**config.mk**
```make
export PLATFORM = sky130hd
export DESIGN_NAME = rmq_div_lane
export DESIGN_NICKNAME = d
export VERILOG_FILES = /design/src/design/rmq_pkg.sv /design/src/design/rmq_div_lane.sv
export SDC_FILE = /design/constraint.sdc
export NUM_CORES = 1
export LEC_CHECK = 0
export ABC_AREA = 0
export BUFFER_PORTS_ARGS = -buffer_cell sky130_fd_sc_hd__buf_2
export CAP_MARGIN = 20
export CELL_PAD_IN_SITES_DETAIL_PLACEMENT = 1
export CELL_PAD_IN_SITES_GLOBAL_PLACEMENT = 1
export CORE_MARGIN = 10
export CORE_UTILIZATION = 45
export DETAILED_ROUTE_END_ITERATION = 10
export HOLD_SLACK_MARGIN = 0.05
export PLACE_DENSITY = 0.72
export SYNTH_ARGS = -nofsm -noshare
export SYNTH_HDL_FRONTEND = slang
export SYNTH_SLANG_ARGS = --single-unit
```
**constraint.sdc**
```tcl
create_clock -name clock -period 5.5 [get_ports clock]
set_clock_uncertainty 0.1 [all_clocks]
set_input_delay 0.55 -clock clock [delete_from_list [all_inputs] [get_ports clock]]
set_output_delay 0.55 -clock clock [all_outputs]
set_load 0.005 [all_outputs]
```
**src/design/rmq_pkg.sv**
```systemverilog
// Shared types and constants for the rotation matrix to quaternion block.
package rmq_pkg;

   localparam int DATA_W        = 16;
   localparam int FRAC_BITS_DEF = 14;

   localparam logic [DATA_W-1:0] SAT_MAX = {1'b0, {(DATA_W-1){1'b1}}};
   localparam logic [DATA_W-1:0] SAT_MIN = {1'b1, {(DATA_W-1){1'b0}}};

   // quaternion component codes
   localparam logic [1:0] COMP_W = 2'd0;
   localparam logic [1:0] COMP_X = 2'd1;
   localparam logic [1:0] COMP_Y = 2'd2;
   localparam logic [1:0] COMP_Z = 2'd3;

   typedef struct packed {
      logic signed [DATA_W-1:0] m00;
      logic signed [DATA_W-1:0] m01;
      logic signed [DATA_W-1:0] m02;
      logic signed [DATA_W-1:0] m10;
      logic signed [DATA_W-1:0] m11;
      logic signed [DATA_W-1:0] m12;
      logic signed [DATA_W-1:0] m20;
      logic signed [DATA_W-1:0] m21;
      logic signed [DATA_W-1:0] m22;
   } req_type;

   typedef struct packed {
      logic signed [DATA_W-1:0] qw;
      logic signed [DATA_W-1:0] qx;
      logic signed [DATA_W-1:0] qy;
      logic signed [DATA_W-1:0] qz;
      logic                     invalid;
   } rsp_type;

endpackage

```
**src/design/rmq_div_lane.sv**
```systemverilog
// Pipelined restoring divider lane: rounded n * 2^FRAC_BITS / (2 * root).
module rmq_div_lane #(
   parameter int FRAC_BITS = rmq_pkg::FRAC_BITS_DEF,
   parameter int RTW       = 16
) (
   input  logic                      clock,
   input  logic                      en,
   input  logic [rmq_pkg::DATA_W:0]  num,
   input  logic [RTW-1:0]            root,
   output logic [rmq_pkg::DATA_W-1:0] quo,
   output logic                      ovf,
   output logic                      neg
);
   import rmq_pkg::*;

   localparam int W  = DATA_W;
   localparam int NW = W + FRAC_BITS + 1;
   localparam int DW = RTW + 1 + W;
   localparam int CW = ((NW > DW) ? NW : DW) + 1;

   logic [CW-1:0]  rem_ff [W+1];
   logic [RTW:0]   d_ff   [W+1];
   logic [W-1:0]   quo_ff [W+1];
   logic [W:0]     ovf_ff;
   logic [W:0]     neg_ff;

   logic [W:0]     mag_in;
   logic [CW-1:0]  rem_in;
   logic [RTW:0]   d_in;
   logic           ovf_in;

   // fold the sign out, add root for round-half-away, flag quotients past W bits
   always_comb begin
      mag_in = num[W] ? (~num + 1'b1) : num;
      rem_in = (CW'(mag_in) << FRAC_BITS) + CW'(root);
      d_in   = {root, 1'b0};
      ovf_in = rem_in >= (CW'(d_in) << W);
   end

   always_ff @(posedge clock) begin
      if (en) begin
         rem_ff[0] <= rem_in;
         d_ff[0]   <= d_in;
         quo_ff[0] <= '0;
         ovf_ff[0] <= ovf_in;
         neg_ff[0] <= num[W];
      end
   end

   for (genvar j = 1; j <= W; j++) begin : g_step
      logic [CW-1:0] sh;
      logic          take;
      assign sh   = CW'(d_ff[j-1]) << (W - j);
      assign take = rem_ff[j-1] >= sh;
      always_ff @(posedge clock) begin
         if (en) begin
            rem_ff[j] <= take ? (rem_ff[j-1] - sh) : rem_ff[j-1];
            quo_ff[j] <= quo_ff[j-1] | (take ? (W'(1) << (W - j)) : W'(0));
            d_ff[j]   <= d_ff[j-1];
            ovf_ff[j] <= ovf_ff[j-1];
            neg_ff[j] <= neg_ff[j-1];
         end
      end
   end

   assign quo = quo_ff[W];
   assign ovf = ovf_ff[W];
   assign neg = neg_ff[W];

endmodule

```
After elaboration in Yosys (flattened, before gate mapping)
Memory sizes are Yosys's and may differ from the RTL's.
Index checks and enable logic that the tools add are counted.
- input bits: 35
- memories kept: 3
- RAM bits: 1139
- register bits: 34
- word-level logic and storage cells: 124
- output and inout bits: 18
- add/subtract/negate cells: 18
- order comparisons: 17
- bitwise gates (word level): 17
- muxes and demuxes: 35
- memories (memory ; words ; bits a word ; read ports ; clocked after memory_dff ; write ports ; RTL line ; text):
    rem_ff ; 17 ; 34 ; 16 ; 0 ; 17 ; rmq_div_lane.sv:21 ; logic [CW-1:0] rem_ff [W+1];
    d_ff ; 17 ; 17 ; 16 ; 0 ; 17 ; rmq_div_lane.sv:22 ; logic [RTW:0] d_ff [W+1];
    quo_ff ; 17 ; 16 ; 17 ; 0 ; 17 ; rmq_div_lane.sv:23 ; logic [W-1:0] quo_ff [W+1];
- operator list (kind ; number):
    two-way mux 34 bit ; 16
    >= comparator 34 x 17 -> 1 bit ; 1
    >= comparator 34 x 18 -> 1 bit ; 1
    >= comparator 34 x 19 -> 1 bit ; 1
    >= comparator 34 x 20 -> 1 bit ; 1
    >= comparator 34 x 21 -> 1 bit ; 1
    >= comparator 34 x 22 -> 1 bit ; 1
    >= comparator 34 x 23 -> 1 bit ; 1
    >= comparator 34 x 24 -> 1 bit ; 1
    >= comparator 34 x 25 -> 1 bit ; 1
    >= comparator 34 x 26 -> 1 bit ; 1
    >= comparator 34 x 27 -> 1 bit ; 1
    >= comparator 34 x 28 -> 1 bit ; 1
    >= comparator 34 x 29 -> 1 bit ; 1
    >= comparator 34 x 30 -> 1 bit ; 1
    >= comparator 34 x 31 -> 1 bit ; 1
    >= comparator 34 x 32 -> 1 bit ; 1
    subtractor 34 x 17 -> 34 bit ; 1
    subtractor 34 x 18 -> 34 bit ; 1
    subtractor 34 x 19 -> 34 bit ; 1
    subtractor 34 x 20 -> 34 bit ; 1
    subtractor 34 x 21 -> 34 bit ; 1
    subtractor 34 x 22 -> 34 bit ; 1
    subtractor 34 x 23 -> 34 bit ; 1
    other kinds (46) ; 48

Depth between registers and ports, before layout
- word-level depth: 5
- depth in mapped cells: 19
- mapped depth without buffers: 19

Least setup slack after synthesis
No wires, ideal clock.
- kind: in2reg
- from: input port num[1] (netlist bit)
- to: register ovf_ff[0] (data pin)
- stages: 18
- setup time: 263 ps
- path slack: 1273 ps
- buffers on the path: 0
- data required time: 5137 ps
- arrival time: 3863 ps
- path through: inv_1 ha_1 or3b_2 o41ai_1 xor2_1 or3_1 nor3_1 and3_1 xnor2_1 ha_1 a21o_1 a21o_1 a21oi_1 nor2b_1 o21ai_0 nand2b_1 a21oi_1 o32ai_1
- cells in the longest elaborated chain, start to end: 5
- RTL lines (item ; RTL line ; text):
    from (decl) ; rmq_div_lane.sv:8 ; input logic [rmq_pkg::DATA_W:0] num,
    inverter 17 bit ; rmq_div_lane.sv:34 ; mag_in = num[W] ? (~num + 1'b1) : num;
    adder 17 x 1 -> 17 bit ; rmq_div_lane.sv:34 ;
    two-way mux 17 bit * ; rmq_div_lane.sv:34 ;
    adder 31 x 16 -> 32 bit * ; rmq_div_lane.sv:35 ; rem_in = (CW'(mag_in) << FRAC_BITS) + CW'(root);
    net rem_in[26] ; rmq_div_lane.sv:28 ; logic [CW-1:0] rem_in;
    >= comparator 32 x 33 -> 1 bit * ; rmq_div_lane.sv:37 ; ovf_in = rem_in >= (CW'(d_in) << W);
    net ovf_in ; rmq_div_lane.sv:30 ; logic ovf_in;
    to (signal assigned) ; rmq_div_lane.sv:45 ; ovf_ff[0] <= ovf_in;
    to (decl) ; rmq_div_lane.sv:24 ; logic [W:0] ovf_ff;
The timed path passes the listed nets; every way through them passes the cells marked *.
A chain may end at the register's enable or synchronous reset.

Final worst setup path
- from: input port num[0] (netlist bit)
- to: register ovf_ff[0] (data pin)
Same word-level chain as after synthesis.

==> impl_metrics.json <==
{
  "port_buffers": 52,
  "gp_routability_congestion": 0.815,
  "via_per_inst": 5.58,
  "worst_pin_slew_ns": 1.28,
  "p_per_area_mw_per_mm2": 478,
  "synth_edf_count": 822,
  "drt_wl_total_mm": 105,
  "met1Wirelength_mm": 47.0,
  "intPower_uw": 15600,
  "drt_iter0_drc": 1828,
  "synth_cell_types": 79,
  "synthTopCellsByArea": "edfxtp_1 (56%), ha_1 (7.7%), xnor2_1 (3.3%)",
  "ctsResizeCount": 0,
  "highest_layer": "met5",
  "syn_area_mm2": 0.0444,
  "finalCriticalPeriod_ns": 4.17,
  "ys_ff_latch": 822,
  "cts_buffers": 91,
  "fin_cells": 5300,
  "drtPass1Iterations": 7,
  "core_mm2": 0.0981,
  "p_sw_frac": 0.339,
  "synth.avg_cell_area_um2": 11.6,
  "wl_met2_mm": 52.4,
  "tns_ns": 0,
  "fillers": 10400,
  "power.share.clock": 0.262,
  "relSlewSlack": 0.147,
  "cts_tree": "done",
  "synth-main-ff-cell": "edfxtp_1",
  "num_antenna_cells": 0,
  "dpl.hpwl_mm": 78.6,
  "arrival_ns": 4.49,
  "detail-route-antenna-nets": 0,
  "antenna_found_initial": 1,
  "start_util": 0.452,
  "finalHoldViolCount": 0,
  "post_drt_wl_per_cell_um": 19.9,
  "setup_viol": 0,
  "grtUsageTotal": 0.187,
  "grt_pass1_wl_mm": 169,
  "grt_max_degree": 209,
  "pwr-share-seq": 0.410,
  "syn_to_final_growth_pct": 11.3,
  "htree_levels": 3,
  "hold_path_class": "in2reg",
  "crit_path_start_kind": "input port",
  "cts-root-buf": "clkbuf_16",
  "vias": 29600,
  "crit_type": "in2reg",
  "place_inst": 5115,
  "die_w_um": 334,
  "grt_overflow_total": 0,
  "netSwitchingPower_uw": 8010,
  "layout.nets": 4264,
  "yosysTopAreaCell": "edfxtp_1",
  "power_leakage_uw": 0.0188,
  "grt_pass1_vias": 31000,
  "ys_async_sr_fraction": 0,
  "wl_met3_mm": 3.40,
  "ctsLongestPathBuffers": 3,
  "drv_slew": 0,
  "yosysTopAreaCellShare": 0.556,
  "synth_most_common_cell": "edfxtp_1",
  "drive_above_1_share": 0.0795,
  "yosys-top-cells-count": "edfxtp_1 (822), inv_1 (340), nand2_1 (284)",
  "cp.required_ns": 5.82,
  "max-cap-violations": 0,
  "rsz0062_at_grt": "no",
  "rows": 115,
  "synth_warnings": 0,
  "path_max_fanout": 4,
  "netlist_instances": 3833,
  "cp-end-kind": "flip-flop",
  "die-area_mm2": 0.112,
  "max_freq_ghz": 0.240,
  "die_h_um": 334,
  "pin_count": 53,
  "cts_setup_buffers": 0,
  "clock_latency_ns": 0.67,
  "vdd.ir_drop.worst_mv": 0.333,
  "remaining_drc_errors": 0,
  "numClockSinks": 822,
  "combPwrFrac": 0.328,
  "cts_hold_buf": 15,
  "yosysSeqAreaShare": 0.556,
  "cts.reportedPaths.clkPinSlew_ns": 0.06,
  "status": "finished, final reports clean",
  "post-route-period-util": 0.758
}
==> final timing paths <==
check / cells past startpoint / end / slack (ns) / start
max: 19 / ovf_ff[0] / 1.33 / num[0]
min: 1 / d_ff[0][16] / 0.11 / root[15]
max reg2reg: 11 / rem_ff[0][497] / 1.39 / rem_ff[0][445]
min reg2reg: 0 / quo_ff[0][232] / 0.32 / quo_ff[0][216]
==> cell families after synthesis <==
kind of cell | count (synthesis) | share of synthesized area
XOR/XNOR | 322 | 0.0636
AND/OR/NAND/NOR | 1052 | 0.120
AO/OA/AOI/OAI | 862 | 0.123
other | 1 | 0.0000845
multiplexers | 59 | 0.0148
buffers and inverters | 426 | 0.0379
adder cells (fa/ha/maj) | 289 | 0.0842
flip-flops | 822 | 0.556
==> power groups by stage <==
stage                     combinational [µW]  clock (µW)  sequential, µW
final                                   7730        6190            9670
after global routing                    8700        6600            9810
after CTS                               7740        6350            9700
after detailed placement                7640           0            9820
after global placement                  7420           0            9790
after floorplan                         5830           0            9320
==> metal layers <==
metal,up-vias,GRT usage
met1,14600,0.239
met4,2,0.0587
met2,425,0.324
met3,178,0.0256
li1,14400,-
met5,-,0
==> through the flow <==
step                      worst slack, ns  power [µW]  instance area [µm²]  hold slack [ns]   util
after global placement              0.741       17200                46100            0.300  0.470
after CTS                            1.43       23800                49300           0.0734  0.502
after global routing                 1.07       25100                49400            0.105  0.503
after floorplan                      1.27       15100                44400            0.300      -
after detailed placement            0.653       17500                46100            0.306  0.470
final                                1.33       23600                49400            0.115  0.503
==> registers in the layout (all words and copies together) (netlist names) <==
name	flops
ovf_ff	16
d_ff	110
neg	1
rem_ff	542
quo_ff	136
neg_ff	16
ovf	1
==> area by class of cell <==
| cell class | instances | area [µm²] | share of cell area |
|---|---|---|---|
| Timing Repair Buffer | 98 | 742 | 0.0150 |
| Clock inverter | 60 | 666 | 0.0135 |
| Tap cell | 1287 | 1610 | 0.0326 |
| Inverter | 341 | 1280 | 0.0259 |
| Multi-Input combinational cell | 2586 | 18000 | 0.365 |
| Sequential cell | 822 | 24700 | 0.500 |
| Clock buffer | 106 | 2350 | 0.0477 |
==> layout by cell type, fill, tap and decap left out, types with 26 or more instances in the layout <==
cell type | synthesis | final
mux2_2 | 45 | 45
a31oi_1 | 28 | 27
o21a_1 | 63 | 63
nor2_1 | 224 | 221
nor2b_1 | 50 | 49
nand2b_1 | 56 | 56
xnor2_1 | 166 | 166
clkbuf_16 | 0 | 92
nand2_1 | 284 | 284
buf_2 | 6 | 51
a21oi_1 | 236 | 236
nor4b_1 | 26 | 26
a21o_1 | 81 | 81
o31ai_1 | 30 | 30
edfxtp_1 | 822 | 822
inv_1 | 340 | 340
nor4_1 | 71 | 71
xor2_1 | 156 | 156
nand4_1 | 53 | 53
nor3_1 | 87 | 87
ha_1 | 273 | 273
nand3_1 | 46 | 46
o21ai_0 | 226 | 226
or3_1 | 48 | 48
==> critical path: stages <==
cell and delay [ns]:
buf_2 0.12, inv_1 0.06, ha_1 0.18, or3b_2 0.51
o41ai_1 0.40, xor2_1 0.16, or3_1 0.39, nor3_1 0.34
and3_1 0.32, xnor2_1 0.17, ha_1 0.28, a21o_1 0.16
a21o_1 0.16, a21oi_1 0.14, nor2b_1 0.06, o21ai_0 0.14
nand2b_1 0.07, a21oi_1 0.16, o32ai_1 0.11
No activity file was read; power rests on OpenSTA's default activity.
